==> src/rtl/core/qmm_pkg.sv <==
`timescale 1ns / 1ps
// Package for the Q15 matrix multiply unit: sizes, codes, shared types and
// address helpers. No dependencies.
package qmm_pkg;

  localparam int MAX_DIM   = 8;
  // The 3-bit index fields cap the usable matrix size at 8.
  localparam int DIM_LIM   = (MAX_DIM < 8) ? MAX_DIM : 8;
  localparam int DIM_W     = $clog2(DIM_LIM);
  localparam int DEPTH     = DIM_LIM * DIM_LIM;
  localparam int ADDR_W    = $clog2(DEPTH);

  localparam int IDX_W     = 3;
  localparam int OP_W      = 2;
  localparam int DIM_REG_W = 4;
  localparam int ELEM_W    = 16;
  localparam int PROD_W    = 2 * ELEM_W;
  localparam int ACC_W     = PROD_W + DIM_W + 1;
  localparam int Q_SHIFT   = 15;

  localparam int CFG_ADDR_W = 4;
  localparam int CFG_DATA_W = 32;

  localparam logic signed [ELEM_W-1:0] Q15_SAT_MAX = 16'sh7fff;
  localparam logic signed [ELEM_W-1:0] Q15_SAT_MIN = 16'sh8000;

  typedef enum logic [OP_W-1:0] {
    OP_LOAD_A  = 2'd0,
    OP_LOAD_B  = 2'd1,
    OP_COMPUTE = 2'd2
  } op_t;

  typedef enum logic {
    STATUS_OK       = 1'b0,
    STATUS_SIZE_ERR = 1'b1
  } status_t;

  typedef enum logic [1:0] {
    REG_A_ROWS = 2'd0,
    REG_A_COLS = 2'd1,
    REG_B_ROWS = 2'd2,
    REG_B_COLS = 2'd3
  } cfg_reg_t;

  typedef enum logic [2:0] {
    ST_IDLE,
    ST_READ,
    ST_MUL,
    ST_ACC,
    ST_EMIT,
    ST_ERR
  } seq_state_t;

  typedef struct packed {
    logic [DIM_REG_W-1:0] a_rows;
    logic [DIM_REG_W-1:0] a_cols;
    logic [DIM_REG_W-1:0] b_rows;
    logic [DIM_REG_W-1:0] b_cols;
  } dims_t;

  typedef struct packed {
    logic mul_en;
    logic acc_en;
    logic acc_first;
  } mac_ctrl_t;

  // Last index in use for a dimension register: zero counts as one, and
  // anything above the store size counts as the store size.
  function automatic logic [DIM_W-1:0] dim_last(input logic [DIM_REG_W-1:0] v);
    logic [DIM_REG_W-1:0] d;
    if (v == '0) begin
      d = DIM_REG_W'(1);
    end else if (v > DIM_REG_W'(DIM_LIM)) begin
      d = DIM_REG_W'(DIM_LIM);
    end else begin
      d = v;
    end
    return DIM_W'(d - DIM_REG_W'(1));
  endfunction

  function automatic logic [ADDR_W-1:0] elem_addr(input logic [DIM_W-1:0] r,
                                                  input logic [DIM_W-1:0] c);
    return ADDR_W'(int'(r) * DIM_LIM + int'(c));
  endfunction

endpackage

==> src/rtl/core/qmm_ram.sv <==
`timescale 1ns / 1ps
// Generic single-write, single-read RAM with a registered read port.
// No dependencies.
module qmm_ram #(
  parameter int WIDTH = 16,
  parameter int DEPTH = 64
) (
  input  logic                     clk,
  input  logic                     we,
  input  logic [$clog2(DEPTH)-1:0] waddr,
  input  logic [WIDTH-1:0]         wdata,
  input  logic [$clog2(DEPTH)-1:0] raddr,
  output logic [WIDTH-1:0]         rdata
);

  logic [WIDTH-1:0] mem [DEPTH];

  always_ff @(posedge clk) begin
    if (we) begin
      mem[waddr] <= wdata;
    end
    rdata <= mem[raddr];
  end

endmodule

==> src/rtl/core/qmm_cfg_regs.sv <==
`timescale 1ns / 1ps
// APB-style register block holding the four matrix dimension registers.
// Depends on qmm_pkg.
module qmm_cfg_regs import qmm_pkg::*; (
  input  logic                  clk,
  input  logic                  rst_n,
  input  logic                  cfg_psel,
  input  logic                  cfg_penable,
  input  logic                  cfg_pwrite,
  input  logic [CFG_ADDR_W-1:0] cfg_paddr,
  input  logic [CFG_DATA_W-1:0] cfg_pwdata,
  output logic [CFG_DATA_W-1:0] cfg_prdata,
  output logic                  cfg_pready,
  output dims_t                 dims
);

  dims_t    dims_r;
  cfg_reg_t sel;
  logic     wr_en;

  assign cfg_pready = 1'b1;
  assign sel        = cfg_reg_t'(cfg_paddr[3:2]);
  assign wr_en      = cfg_psel && cfg_penable && cfg_pwrite && cfg_pready;
  assign dims       = dims_r;

  always_ff @(posedge clk) begin
    if (!rst_n) begin
      dims_r.a_rows <= DIM_REG_W'(8);
      dims_r.a_cols <= DIM_REG_W'(8);
      dims_r.b_rows <= DIM_REG_W'(8);
      dims_r.b_cols <= DIM_REG_W'(8);
    end else if (wr_en) begin
      unique case (sel)
        REG_A_ROWS: dims_r.a_rows <= cfg_pwdata[DIM_REG_W-1:0];
        REG_A_COLS: dims_r.a_cols <= cfg_pwdata[DIM_REG_W-1:0];
        REG_B_ROWS: dims_r.b_rows <= cfg_pwdata[DIM_REG_W-1:0];
        REG_B_COLS: dims_r.b_cols <= cfg_pwdata[DIM_REG_W-1:0];
        default:    ;
      endcase
    end
  end

  always_comb begin
    unique case (sel)
      REG_A_ROWS: cfg_prdata = CFG_DATA_W'(dims_r.a_rows);
      REG_A_COLS: cfg_prdata = CFG_DATA_W'(dims_r.a_cols);
      REG_B_ROWS: cfg_prdata = CFG_DATA_W'(dims_r.b_rows);
      REG_B_COLS: cfg_prdata = CFG_DATA_W'(dims_r.b_cols);
      default:    cfg_prdata = '0;
    endcase
  end

endmodule

==> src/rtl/core/qmm_mac.sv <==
`timescale 1ns / 1ps
// Shared multiply-accumulate unit with the final shift by 15 and int16
// saturation. Depends on qmm_pkg.
module qmm_mac import qmm_pkg::*; (
  input  logic              clk,
  input  mac_ctrl_t         ctrl,
  input  logic [ELEM_W-1:0] a_elem,
  input  logic [ELEM_W-1:0] b_elem,
  output logic [ELEM_W-1:0] result
);

  logic signed [PROD_W-1:0] prod_r;
  logic signed [ACC_W-1:0]  acc_r;
  logic signed [ACC_W-1:0]  acc_base;
  logic [ACC_W-Q_SHIFT-ELEM_W:0] upper;
  logic                     in_range;

  always_ff @(posedge clk) begin
    if (ctrl.mul_en) begin
      prod_r <= $signed(a_elem) * $signed(b_elem);
    end
    if (ctrl.acc_en) begin
      acc_r <= acc_base + ACC_W'(prod_r);
    end
  end

  assign acc_base = ctrl.acc_first ? '0 : acc_r;

  // After the shift the value fits int16 only when every bit above the new
  // sign bit matches it.
  assign upper    = acc_r[ACC_W-1:Q_SHIFT+ELEM_W-1];
  assign in_range = (&upper) || !(|upper);

  always_comb begin
    if (in_range) begin
      result = acc_r[Q_SHIFT+ELEM_W-1:Q_SHIFT];
    end else if (acc_r[ACC_W-1]) begin
      result = Q15_SAT_MIN;
    end else begin
      result = Q15_SAT_MAX;
    end
  end

endmodule

==> src/rtl/core/qmm_seq.sv <==
`timescale 1ns / 1ps
// Sequencer: takes load and compute requests, steps the row, column and
// inner-product counters, drives the stores and the MAC, and holds the
// output register. Depends on qmm_pkg.
module qmm_seq import qmm_pkg::*; (
  input  logic              clk,
  input  logic              rst_n,
  input  dims_t             dims,
  input  logic              in_tvalid,
  output logic              in_tready,
  input  logic [OP_W-1:0]   in_op,
  input  logic [IDX_W-1:0]  in_row,
  input  logic [IDX_W-1:0]  in_col,
  input  logic [ELEM_W-1:0] in_elem,
  output logic              we_a,
  output logic              we_b,
  output logic [ADDR_W-1:0] waddr,
  output logic [ELEM_W-1:0] wdata,
  output logic [ADDR_W-1:0] raddr_a,
  output logic [ADDR_W-1:0] raddr_b,
  output mac_ctrl_t         mac_ctrl,
  input  logic [ELEM_W-1:0] mac_result,
  output logic              out_tvalid,
  input  logic              out_tready,
  output logic [ELEM_W-1:0] out_product,
  output logic [IDX_W-1:0]  out_row,
  output logic [IDX_W-1:0]  out_col,
  output logic              out_status,
  output logic              out_last
);

  seq_state_t state_r, state_nxt;

  logic [DIM_W-1:0] i_r, j_r, k_r;
  logic [DIM_W-1:0] nr_last_r, nk_last_r, nc_last_r;

  logic              out_valid_r;
  logic [ELEM_W-1:0] out_product_r;
  logic [IDX_W-1:0]  out_row_r, out_col_r;
  logic              out_status_r, out_last_r;

  logic accept, in_range, size_ok, slot_free, elem_last, k_last;
  logic is_load_a, is_load_b, is_compute;
  logic load_res, load_err;

  assign accept     = in_tvalid && in_tready;
  assign is_load_a  = op_t'(in_op) == OP_LOAD_A;
  assign is_load_b  = op_t'(in_op) == OP_LOAD_B;
  assign is_compute = op_t'(in_op) == OP_COMPUTE;
  assign in_range   = ((IDX_W + 1)'(in_row) < (IDX_W + 1)'(DIM_LIM)) &&
                      ((IDX_W + 1)'(in_col) < (IDX_W + 1)'(DIM_LIM));
  assign size_ok    = dims.a_cols == dims.b_rows;
  assign slot_free  = !out_valid_r || out_tready;
  assign elem_last  = (i_r == nr_last_r) && (j_r == nc_last_r);
  assign k_last     = k_r == nk_last_r;

  assign waddr = elem_addr(DIM_W'(in_row), DIM_W'(in_col));
  assign wdata = in_elem;

  // Next state.
  always_comb begin
    state_nxt = state_r;
    unique case (state_r)
      ST_IDLE: begin
        if (accept && is_compute) begin
          state_nxt = size_ok ? ST_READ : ST_ERR;
        end
      end
      ST_READ: state_nxt = ST_MUL;
      ST_MUL:  state_nxt = ST_ACC;
      ST_ACC:  state_nxt = k_last ? ST_EMIT : ST_READ;
      ST_EMIT: begin
        if (slot_free) begin
          state_nxt = elem_last ? ST_IDLE : ST_READ;
        end
      end
      ST_ERR: begin
        if (slot_free) begin
          state_nxt = ST_IDLE;
        end
      end
      default: state_nxt = ST_IDLE;
    endcase
  end

  // Outputs of the state machine.
  always_comb begin
    in_tready          = 1'b0;
    we_a               = 1'b0;
    we_b               = 1'b0;
    mac_ctrl.mul_en    = 1'b0;
    mac_ctrl.acc_en    = 1'b0;
    mac_ctrl.acc_first = k_r == '0;
    load_res           = 1'b0;
    load_err           = 1'b0;
    raddr_a            = elem_addr(i_r, k_r);
    raddr_b            = elem_addr(k_r, j_r);
    unique case (state_r)
      ST_IDLE: begin
        in_tready = 1'b1;
        we_a      = accept && is_load_a && in_range;
        we_b      = accept && is_load_b && in_range;
      end
      ST_READ: ;
      ST_MUL:  mac_ctrl.mul_en = 1'b1;
      ST_ACC:  mac_ctrl.acc_en = 1'b1;
      ST_EMIT: load_res = slot_free;
      ST_ERR:  load_err = slot_free;
      default: ;
    endcase
  end

  always_ff @(posedge clk) begin
    if (!rst_n) begin
      state_r   <= ST_IDLE;
      i_r       <= '0;
      j_r       <= '0;
      k_r       <= '0;
      nr_last_r <= '0;
      nk_last_r <= '0;
      nc_last_r <= '0;
    end else begin
      state_r <= state_nxt;
      if (state_r == ST_IDLE && accept && is_compute) begin
        i_r       <= '0;
        j_r       <= '0;
        k_r       <= '0;
        nr_last_r <= dim_last(dims.a_rows);
        nk_last_r <= dim_last(dims.a_cols);
        nc_last_r <= dim_last(dims.b_cols);
      end
      if (state_r == ST_ACC) begin
        k_r <= k_last ? '0 : k_r + DIM_W'(1);
      end
      if (load_res && !elem_last) begin
        if (j_r == nc_last_r) begin
          j_r <= '0;
          i_r <= i_r + DIM_W'(1);
        end else begin
          j_r <= j_r + DIM_W'(1);
        end
      end
    end
  end

  // Output register: a result waits here while the receiver stalls.
  always_ff @(posedge clk) begin
    if (!rst_n) begin
      out_valid_r <= 1'b0;
    end else if (load_res || load_err) begin
      out_valid_r <= 1'b1;
    end else if (out_tready) begin
      out_valid_r <= 1'b0;
    end
  end

  always_ff @(posedge clk) begin
    if (load_res) begin
      out_product_r <= mac_result;
      out_row_r     <= IDX_W'(i_r);
      out_col_r     <= IDX_W'(j_r);
      out_status_r  <= STATUS_OK;
      out_last_r    <= elem_last;
    end else if (load_err) begin
      out_product_r <= '0;
      out_row_r     <= '0;
      out_col_r     <= '0;
      out_status_r  <= STATUS_SIZE_ERR;
      out_last_r    <= 1'b1;
    end
  end

  assign out_tvalid  = out_valid_r;
  assign out_product = out_product_r;
  assign out_row     = out_row_r;
  assign out_col     = out_col_r;
  assign out_status  = out_status_r;
  assign out_last    = out_last_r;

  a_store_write_idle: assert property (@(posedge clk) disable iff (!rst_n)
    (we_a || we_b) |-> (state_r == ST_IDLE && !(we_a && we_b)))
    else $error("store write outside idle or to both stores");

  a_k_bounded: assert property (@(posedge clk) disable iff (!rst_n)
    (state_r != ST_IDLE) |-> (k_r <= nk_last_r))
    else $error("inner index ran past the column count");

  a_err_result_form: assert property (@(posedge clk) disable iff (!rst_n)
    (out_valid_r && out_status_r == STATUS_SIZE_ERR) |->
      (out_last_r && out_product_r == '0 && out_row_r == '0 && out_col_r == '0))
    else $error("malformed size-error result");

  a_run_ends_on_last: assert property (@(posedge clk) disable iff (!rst_n)
    (load_res && elem_last) |=> (state_r == ST_IDLE && out_valid_r && out_last_r))
    else $error("compute run did not end with the last element");

endmodule

==> src/rtl/core/q15_matrix_multiply_unit.sv <==
`timescale 1ns / 1ps
// Q15 matrix multiply unit: request stream in, product stream out, APB-style
// dimension registers. Depends on qmm_pkg, qmm_cfg_regs, qmm_seq, qmm_mac, qmm_ram.
//
// Usage:
//   Load requests (op 0 for A, op 1 for B) write one element at row/column and
//   are taken one per cycle while the unit is idle; indexes past the store size
//   are dropped. A compute request (op 2) checks a_cols against b_rows. On a
//   mismatch one result with status 1 and tlast set comes out. Otherwise the
//   a_rows x b_cols product elements come out in row-major order, tlast on the
//   final one. Op 3 is ignored.
//   Each product element takes one read, one multiply and one accumulate per
//   inner term through the single MAC and the one read port of each store,
//   then a step to load the output register, and in_tready is low for all of
//   a compute run. A size error goes from the idle state to the error state,
//   which loads it into the output register once that register is free.
//   When the receiver stalls, the finished result holds in the output register
//   and the sequencer waits before loading the next one.
//   Reset sets all four dimension registers to 8; the element stores are not
//   cleared, so every element that a compute run reads must be loaded first.
//   Registers must be written only while the unit is idle; no logic enforces it.
module q15_matrix_multiply_unit import qmm_pkg::*; (
  input  logic                  clk,
  input  logic                  rst_n,
  input  logic                  in_tvalid,
  output logic                  in_tready,
  // [2:0] row_index, [5:3] col_index, [21:6] element, [23:22] zero
  input  logic [23:0]           in_tdata,
  // [1:0] op
  input  logic [1:0]            in_tuser,
  output logic                  out_tvalid,
  input  logic                  out_tready,
  // [15:0] product, [18:16] out_row, [21:19] out_col, [23:22] zero
  output logic [23:0]           out_tdata,
  // [0] status
  output logic [0:0]            out_tuser,
  output logic                  out_tlast,
  input  logic                  cfg_psel,
  input  logic                  cfg_penable,
  input  logic                  cfg_pwrite,
  input  logic [CFG_ADDR_W-1:0] cfg_paddr,
  input  logic [CFG_DATA_W-1:0] cfg_pwdata,
  output logic [CFG_DATA_W-1:0] cfg_prdata,
  output logic                  cfg_pready
);

  dims_t             dims;
  mac_ctrl_t         mac_ctrl;
  logic              we_a, we_b;
  logic [ADDR_W-1:0] waddr, raddr_a, raddr_b;
  logic [ELEM_W-1:0] wdata, rdata_a, rdata_b, mac_result;
  logic [ELEM_W-1:0] out_product;
  logic [IDX_W-1:0]  out_row, out_col;
  logic              out_status;

  qmm_cfg_regs u_cfg (
    .clk         (clk),
    .rst_n       (rst_n),
    .cfg_psel    (cfg_psel),
    .cfg_penable (cfg_penable),
    .cfg_pwrite  (cfg_pwrite),
    .cfg_paddr   (cfg_paddr),
    .cfg_pwdata  (cfg_pwdata),
    .cfg_prdata  (cfg_prdata),
    .cfg_pready  (cfg_pready),
    .dims        (dims)
  );

  qmm_seq u_seq (
    .clk         (clk),
    .rst_n       (rst_n),
    .dims        (dims),
    .in_tvalid   (in_tvalid),
    .in_tready   (in_tready),
    .in_op       (in_tuser[1:0]),
    .in_row      (in_tdata[2:0]),
    .in_col      (in_tdata[5:3]),
    .in_elem     (in_tdata[21:6]),
    .we_a        (we_a),
    .we_b        (we_b),
    .waddr       (waddr),
    .wdata       (wdata),
    .raddr_a     (raddr_a),
    .raddr_b     (raddr_b),
    .mac_ctrl    (mac_ctrl),
    .mac_result  (mac_result),
    .out_tvalid  (out_tvalid),
    .out_tready  (out_tready),
    .out_product (out_product),
    .out_row     (out_row),
    .out_col     (out_col),
    .out_status  (out_status),
    .out_last    (out_tlast)
  );

  qmm_ram #(.WIDTH(ELEM_W), .DEPTH(DEPTH)) u_store_a (
    .clk   (clk),
    .we    (we_a),
    .waddr (waddr),
    .wdata (wdata),
    .raddr (raddr_a),
    .rdata (rdata_a)
  );

  qmm_ram #(.WIDTH(ELEM_W), .DEPTH(DEPTH)) u_store_b (
    .clk   (clk),
    .we    (we_b),
    .waddr (waddr),
    .wdata (wdata),
    .raddr (raddr_b),
    .rdata (rdata_b)
  );

  qmm_mac u_mac (
    .clk    (clk),
    .ctrl   (mac_ctrl),
    .a_elem (rdata_a),
    .b_elem (rdata_b),
    .result (mac_result)
  );

  assign out_tdata = {2'b00, out_col, out_row, out_product};
  assign out_tuser = out_status;

endmodule
==> config.mk <==
export PLATFORM = sky130hd
export DESIGN_NAME = q15_matrix_multiply_unit
export DESIGN_NICKNAME = d
export VERILOG_FILES = /design/src/rtl/core/qmm_pkg.sv /design/src/rtl/core/qmm_ram.sv /design/src/rtl/core/qmm_cfg_regs.sv /design/src/rtl/core/qmm_mac.sv /design/src/rtl/core/qmm_seq.sv /design/src/rtl/core/q15_matrix_multiply_unit.sv
export SDC_FILE = /design/constraint.sdc
export NUM_CORES = 2
export LEC_CHECK = 0
export ABC_AREA = 1
export BUFFER_PORTS_ARGS = -buffer_cell sky130_fd_sc_hd__buf_4
export CELL_PAD_IN_SITES_DETAIL_PLACEMENT = 1
export CELL_PAD_IN_SITES_GLOBAL_PLACEMENT = 2
export CORE_MARGIN = 1
export CORE_UTILIZATION = 40
export CTS_CLUSTER_DIAMETER = 120
export DETAILED_ROUTE_END_ITERATION = 10
export PLACE_DENSITY_LB_ADDON = 0.05
export SLEW_MARGIN = 20
export SYNTH_ARGS = -nofsm -noshare
export SYNTH_HDL_FRONTEND = slang
export SYNTH_HIERARCHICAL = 1
export SYNTH_SLANG_ARGS = --single-unit
==> constraint.sdc <==
create_clock -name clk -period 8.42 [get_ports clk]
set_clock_uncertainty 0.2 [all_clocks]
set_input_delay 1.684 -clock clk [delete_from_list [all_inputs] [get_ports clk]]
set_output_delay 1.684 -clock clk [all_outputs]
set_load 0.05 [all_outputs]
# After elaboration in Yosys (flattened, before gate mapping)
# Memories as Yosys holds them, arrays and structs flattened. A register that Yosys moved wholly into a read port is not among the register bits.
# Cells that the tools add are included.
# Widths: inputs -> output; s select.
totals:
  register_bits: 130
  mem_bits_rw: 2048
  out_inout_bits: 61
  memories: 2
memory_table:
  columns: ["name", "words", "word_bits", "read_ports", "rd_clocked_by_memory_dff", "wr", "line", "source"]
  rows:
  - ["u_store_a.mem", 64, 16, 1, 1, 1, "qmm_ram.sv:16", "logic [WIDTH-1:0] mem [DEPTH];"]
  - ["u_store_b.mem", 64, 16, 1, 1, 1, "qmm_ram.sv:16", null]
op_classes:
  n_addsub: 10
  multipliers: 1
  order_cmp: 3
  n_eq_ne: 17
  muxes: 51
  n_reduce_logical: 34
ops:
  columns: ["operator", "n"]
  rows:
  - ["$pmux 32 s4", 1]
  - ["$mux 3", 28]
  - ["$mux 16", 4]
  - ["$add 36x32->36", 1]
  - ["$mux 36", 1]
  - ["$mul 16x16->32", 1]
  - ["$add 6x3->6", 3]
  - ["$pmux 3 s6", 1]
  - ["$mux 1", 16]
  - ["$gt 4x4->1 const B", 3]
  - ["$logic_not 4->1", 3]
  - ["$logic_and 1x1->1", 10]
  - ["$add 3x1->3 const B", 3]
  - ["$eq 3x3->1", 3]
  - ["$sub 3x1->3 const B", 3]
  - ["$reduce_and 2->1", 4]
  - ["$reduce_bool 2->1", 4]
  - ["$eq 2x2->1 const B", 3]
  - ["$eq 3x2->1 const B", 2]
  - ["$eq 3x3->1 const B", 2]
  - ["$logic_not 3->1", 2]
  - ["$ne 2x1->1 const B", 3]
  - ["$reduce_and 6->1", 1]
  - ["$reduce_or 6->1", 1]
  - ["other kinds (7)", 13]

# Depth between registers and ports, before layout
depth:
  word_depth: 8
  depth_mapped: 28
  ltp_nobuf: 26

# Hierarchy
# The synthesis kept the hierarchy.
by_module_without_submodules:
  columns: ["mod", "n_inst", "cells_each", "area_each_um2", "seq_area_each_um2"]
  rows:
  - ["qmm_ram", 2, 3517, 42099.1, 31069.8]
  - ["qmm_mac", 1, 2187, 15912.8, 2042.0]
  - ["qmm_seq", 1, 293, 2421.1, 1151.1]
  - ["qmm_cfg_regs", 1, 151, 1009.7, 320.3]
  - ["q15_matrix_multiply_unit", 1, 3, 18.8, 0.0]

# Least setup slack after synthesis
# Ideal clock, no wire load.
synth_path:
  kind: "register to register"
  from: "register u_store_b.rdata[6], read port of u_store_b.mem"
  to: "register u_mac.prod_r[30], data pin"
  setup_ns: 0.252
  t_arrival_ns: 5.498
  slack_ns: 2.470
  path_stages_with_launch: 23
  path_buffers: 2
  period_less_slack_ns: 5.950
  cell_sequence: "dfxtp_1 clkbuf_1 clkbuf_1 nand2_1 fa_1 inv_1 fa_1 inv_1 fa_1 fa_1 inv_1 fa_1 inv_1 fa_1 inv_1 ha_1 a21o_1 a21boi_0 nand2_1 a21oi_1 nand2_1 nand2_1 nand2_1"
synth_via:
  elab_chain_cells: 1
synth_lines:
  columns: ["element", "line", "source"]
  rows:
  - ["start, declared", "qmm_ram.sv:13", "output logic [WIDTH-1:0] rdata"]
  - ["$mul 16x16->32", "qmm_mac.sv:20", "prod_r <= $signed(a_elem) * $signed(b_elem);"]
  - ["end signal, assigned", "qmm_mac.sv:20", null]
  - ["end, declared", "qmm_mac.sv:12", "logic signed [PROD_W-1:0] prod_r;"]
# No other way between the ends.
# A chain may end at the register's enable or synchronous reset.

# Final worst setup path
layout_path:
  from: "register u_store_b.rdata[1], read port of u_store_b.mem"
  to: "register u_mac.prod_r[25], data pin"
# Same word-level chain as after synthesis.

==> impl_metrics.env <==
export IMPL_grt_pass1_vias=72647
export IMPL_hold_slack_ns=0.283
export IMPL_rsz0062_at_grt="no"
export IMPL_synthCells=9668
export IMPL_grt_max_degree=253
export IMPL_path_buf_inv=4
export IMPL_synth_avg_cell_area_um2=10.7
export IMPL_ioPinCount=130
export IMPL_cts_clk_slew_worst_paths_ns=0.06
export IMPL_grt_overflow=0
export IMPL_ctsResizeCount=0
export IMPL_firstDrtPassIters=5
export IMPL_ir_worst_vdd_v=0.000467
export IMPL_clockBufferDepth=3
export IMPL_ys_seq_area_frac=0.634
export IMPL_cts_buffers=239
export IMPL_drt_iter0_drc=5049
export IMPL_insertion_delay_ns=0.89
export IMPL_cp_required_ns=8.84
export IMPL_pwr_share_clk=0.292
export IMPL_gp_congestion=0.807
export IMPL_relSlewSlack=0.186
export IMPL_period_share=0.788
export IMPL_rows=186
export IMPL_cts_setup_buffers=0
export IMPL_critPathLaunchType="register"
export IMPL_grt_pass1_wl_mm=481
export IMPL_cp_top_family="adder cells"
export IMPL_die_w_um=511
export IMPL_fillers=27694
export IMPL_sw_frac_of_total=0.361
export IMPL_seqPwrFrac=0.366
export IMPL_synthFlopType="edfxtp_1"
export IMPL_cts_sinks=2210
export IMPL_layout_nets=10087
export IMPL_p_leak_nw=44.4
export IMPL_cts_tree="yes"
export IMPL_synth_area_leader_cell="edfxtp_1"
export IMPL_wl_mm=326
export IMPL_portBuffers=66
export IMPL_fin_crit_ns=6.64
export IMPL_setup_tns_ns=0
export IMPL_mostFrequentLayoutCell="nand2_1"
export IMPL_cts_hold_buf=0
export IMPL_drv_cap=0
export IMPL_grtUsageTotal=0.247
export IMPL_ant_nets=0
export IMPL_area_delta_synth_final_pct=10.5
export IMPL_hold_class="register to register"
export IMPL_ys_seq_elements=2210
export IMPL_p_total_mw=35.1
export IMPL_drive_gt1_frac=0.0708
export IMPL_htree_levels=4
export IMPL_critPathMostFrequentCell="fa_1"
export IMPL_hpwl_mm=192
export IMPL_cts_root_buf="clkbuf_16"
export IMPL_start_util=0.403
export IMPL_core_area_mm2=0.257
export IMPL_power_density_mw_per_mm2=307
export IMPL_syn_area_mm2=0.104
export IMPL_wl_per_cell_um=24.6
export IMPL_cpPeakStageDelay_ns=0.91
export IMPL_die_h_um=511
export IMPL_ys_warn_count=6
export IMPL_cpMaxStageDelayCell="fa_1"
export IMPL_viasPerCell=5.31
export IMPL_route_detailed_drc=0
export IMPL_switchingPower_mw=12.7
export IMPL_fin_util=0.445
export IMPL_ys_top_cells_by_area="edfxtp_1 62%, nand2_1 12%, nand3_1 8.8%"
export IMPL_end_kind="register"
export IMPL_die_area_mm2=0.261
export IMPL_final_seq_area_mm2=0.0657
export IMPL_finalHoldViolCount=0
export IMPL_synth_edff_count=2139
export IMPL_drv_slew=0
export IMPL_synth_top_area_frac=0.620
export IMPL_setup_violations=0
export IMPL_p_comb_frac=0.343
export IMPL_status="finished clean"
export IMPL_max_freq_mhz=151
export IMPL_dr_total_vias=70314
export IMPL_synthArstFlopShare=0
export IMPL_arrival_ns=7.06
export IMPL_multiInputGateArea_mm2=0.0319
export IMPL_critPathKind="register to register"
export IMPL_synth_cell_types=46
export IMPL_p_int_mw=22.4
export IMPL_tightest_slew_ns=1.22
export IMPL_path_cells="nand2_1, inv_1, fa_1, fa_1, fa_1, fa_1, fa_1, inv_1, fa_1, inv_1, ha_1, nand2_1, nor2_1, inv_1, nor3_1, nand4_1, nand4_1, nand2_1"
export IMPL_antenna_found_initial=10
export IMPL_crit_fanout=16
export IMPL_final_cell_mix="3299 x nand2_1, 2139 x edfxtp_1, 1829 x nand3_1"
## cell usage after synthesis (3+ instances only)
| cell | number |
|---|---|
| xnor2_1 | 9 |
| o21bai_1 | 9 |
| o21ai_1 | 4 |
| nor2_4 | 3 |
| nand3_1 | 1829 |
| edfxtp_1 | 2139 |
| nand2_2 | 5 |
| nor2_2 | 10 |
| buf_2 | 231 |
| nand4_1 | 43 |
| o21ai_0 | 57 |
| conb_1 | 3 |
| or2_2 | 9 |
| buf_6 | 100 |
| buf_4 | 94 |
| nor2_1 | 319 |
| nand3_2 | 4 |
| clkbuf_1 | 113 |
| o21a_1 | 3 |
| nand3b_1 | 3 |
| nand2_1 | 3299 |
| inv_1 | 708 |
| buf_1 | 35 |
| a21oi_1 | 74 |
| dfxtp_1 | 71 |
| nor4_1 | 17 |
| xor2_1 | 36 |
| a21o_1 | 4 |
| nor3_1 | 22 |
| inv_2 | 9 |
| ha_1 | 124 |
| fa_1 | 263 |
| a21oi_2 | 3 |
## final timing paths
check | startpoint | to | depth (start not counted) | slack [ns]
max | u_store_b/rdata[1]$_DFF_P_ | u_mac/prod_r[25]$_DFFE_PP_ | 18 | 1.78
min | u_seq/nc_last_r[0]$_SDFFE_PN0P_ | u_seq/nc_last_r[0]$_SDFFE_PN0P_ | 2 | 0.28
max reg2reg | u_store_b/rdata[1]$_DFF_P_ | u_mac/prod_r[25]$_DFFE_PP_ | 18 | 1.78
min reg2reg | u_seq/nc_last_r[0]$_SDFFE_PN0P_ | u_seq/nc_last_r[0]$_SDFFE_PN0P_ | 2 | 0.28
## state kept, by name, indices dropped and copies added (netlist names)
signal	cells
u_cfg/dims	16
u_mac/acc_r	36
u_mac/prod_r	32
u_seq/i_r	3
u_seq/j_r	3
u_seq/k_r	3
u_seq/nc_last_r	3
u_seq/nk_last_r	3
u_seq/nr_last_r	3
u_seq/out_col	3
u_seq/out_last	1
u_seq/out_product	16
u_seq/out_row	3
u_seq/out_status	1
u_seq/out_tvalid	1
u_seq/state_r	3
u_store_a/mem	1024
u_store_a/rdata	16
u_store_b/mem	1024
u_store_b/rdata	16
## power by group through the flow
stage	logic (mW)	clock network, mW	registers (mW)
2_1_floorplan	8.55	0	13.0
3_3_place_gp	12.2	0	13.1
3_5_place_dp	12.2	0	13.1
4_1_cts	12.3	10.5	12.8
5_1_grt	13.9	10.9	12.8
6_report	12.0	10.2	12.8
## stage by stage
stage	instances	area [um^2]	setup slack, ns
final	13230	114000	1.78
after CTS	13220	114000	1.73
after global routing	13223	114000	1.39
after global placement	12774	107000	1.77
after floorplan	9696	104000	2.47
after detailed placement	12774	107000	1.67
## cell families (layout without fill, tap and decap cells)
family                   Yosys count  count (layout)  share of synthesized area
flip-flops                      2210            2210                      0.634
adder cells (fa/ha/maj)          387             387                     0.0658
XOR/XNOR                          45              45                    0.00381
buffers and inverters           1296            1436                     0.0608
AND/OR/NAND/NOR                 5568            5568                      0.227
AO/OA/AOI/OAI                    159             159                    0.00830
other                              3              41                   0.000109
## per-layer routing
| layer | part of all wire | global-route usage | vias to the layer above |
|---|---|---|---|
| met5 | 0 | 0 | - |
| met3 | 0.042 | 0.0261 | 361 |
| li1 | - | - | 32362 |
| met2 | 0.49 | 0.421 | 1409 |
| met4 | 0.023 | 0.0612 | 0 |
| met1 | 0.45 | 0.338 | 36182 |
## worst min-delay path, stage by stage, from the launching register on
cell	delay [ns]
dfxtp_1	0.31
inv_1	0.07
a21oi_1	0.06
## layout make-up
cell class | count | area share
antenna | 10 | 0.000219
tap | 3384 | 0.0370
clock buffer | 300 | 0.0549
timing repair buffer | 270 | 0.0195
inverter | 720 | 0.0241
sequential | 2210 | 0.574
multi-input combinational | 6190 | 0.279
clock inverter | 146 | 0.0116
Power figures use the tool's default switching activity.
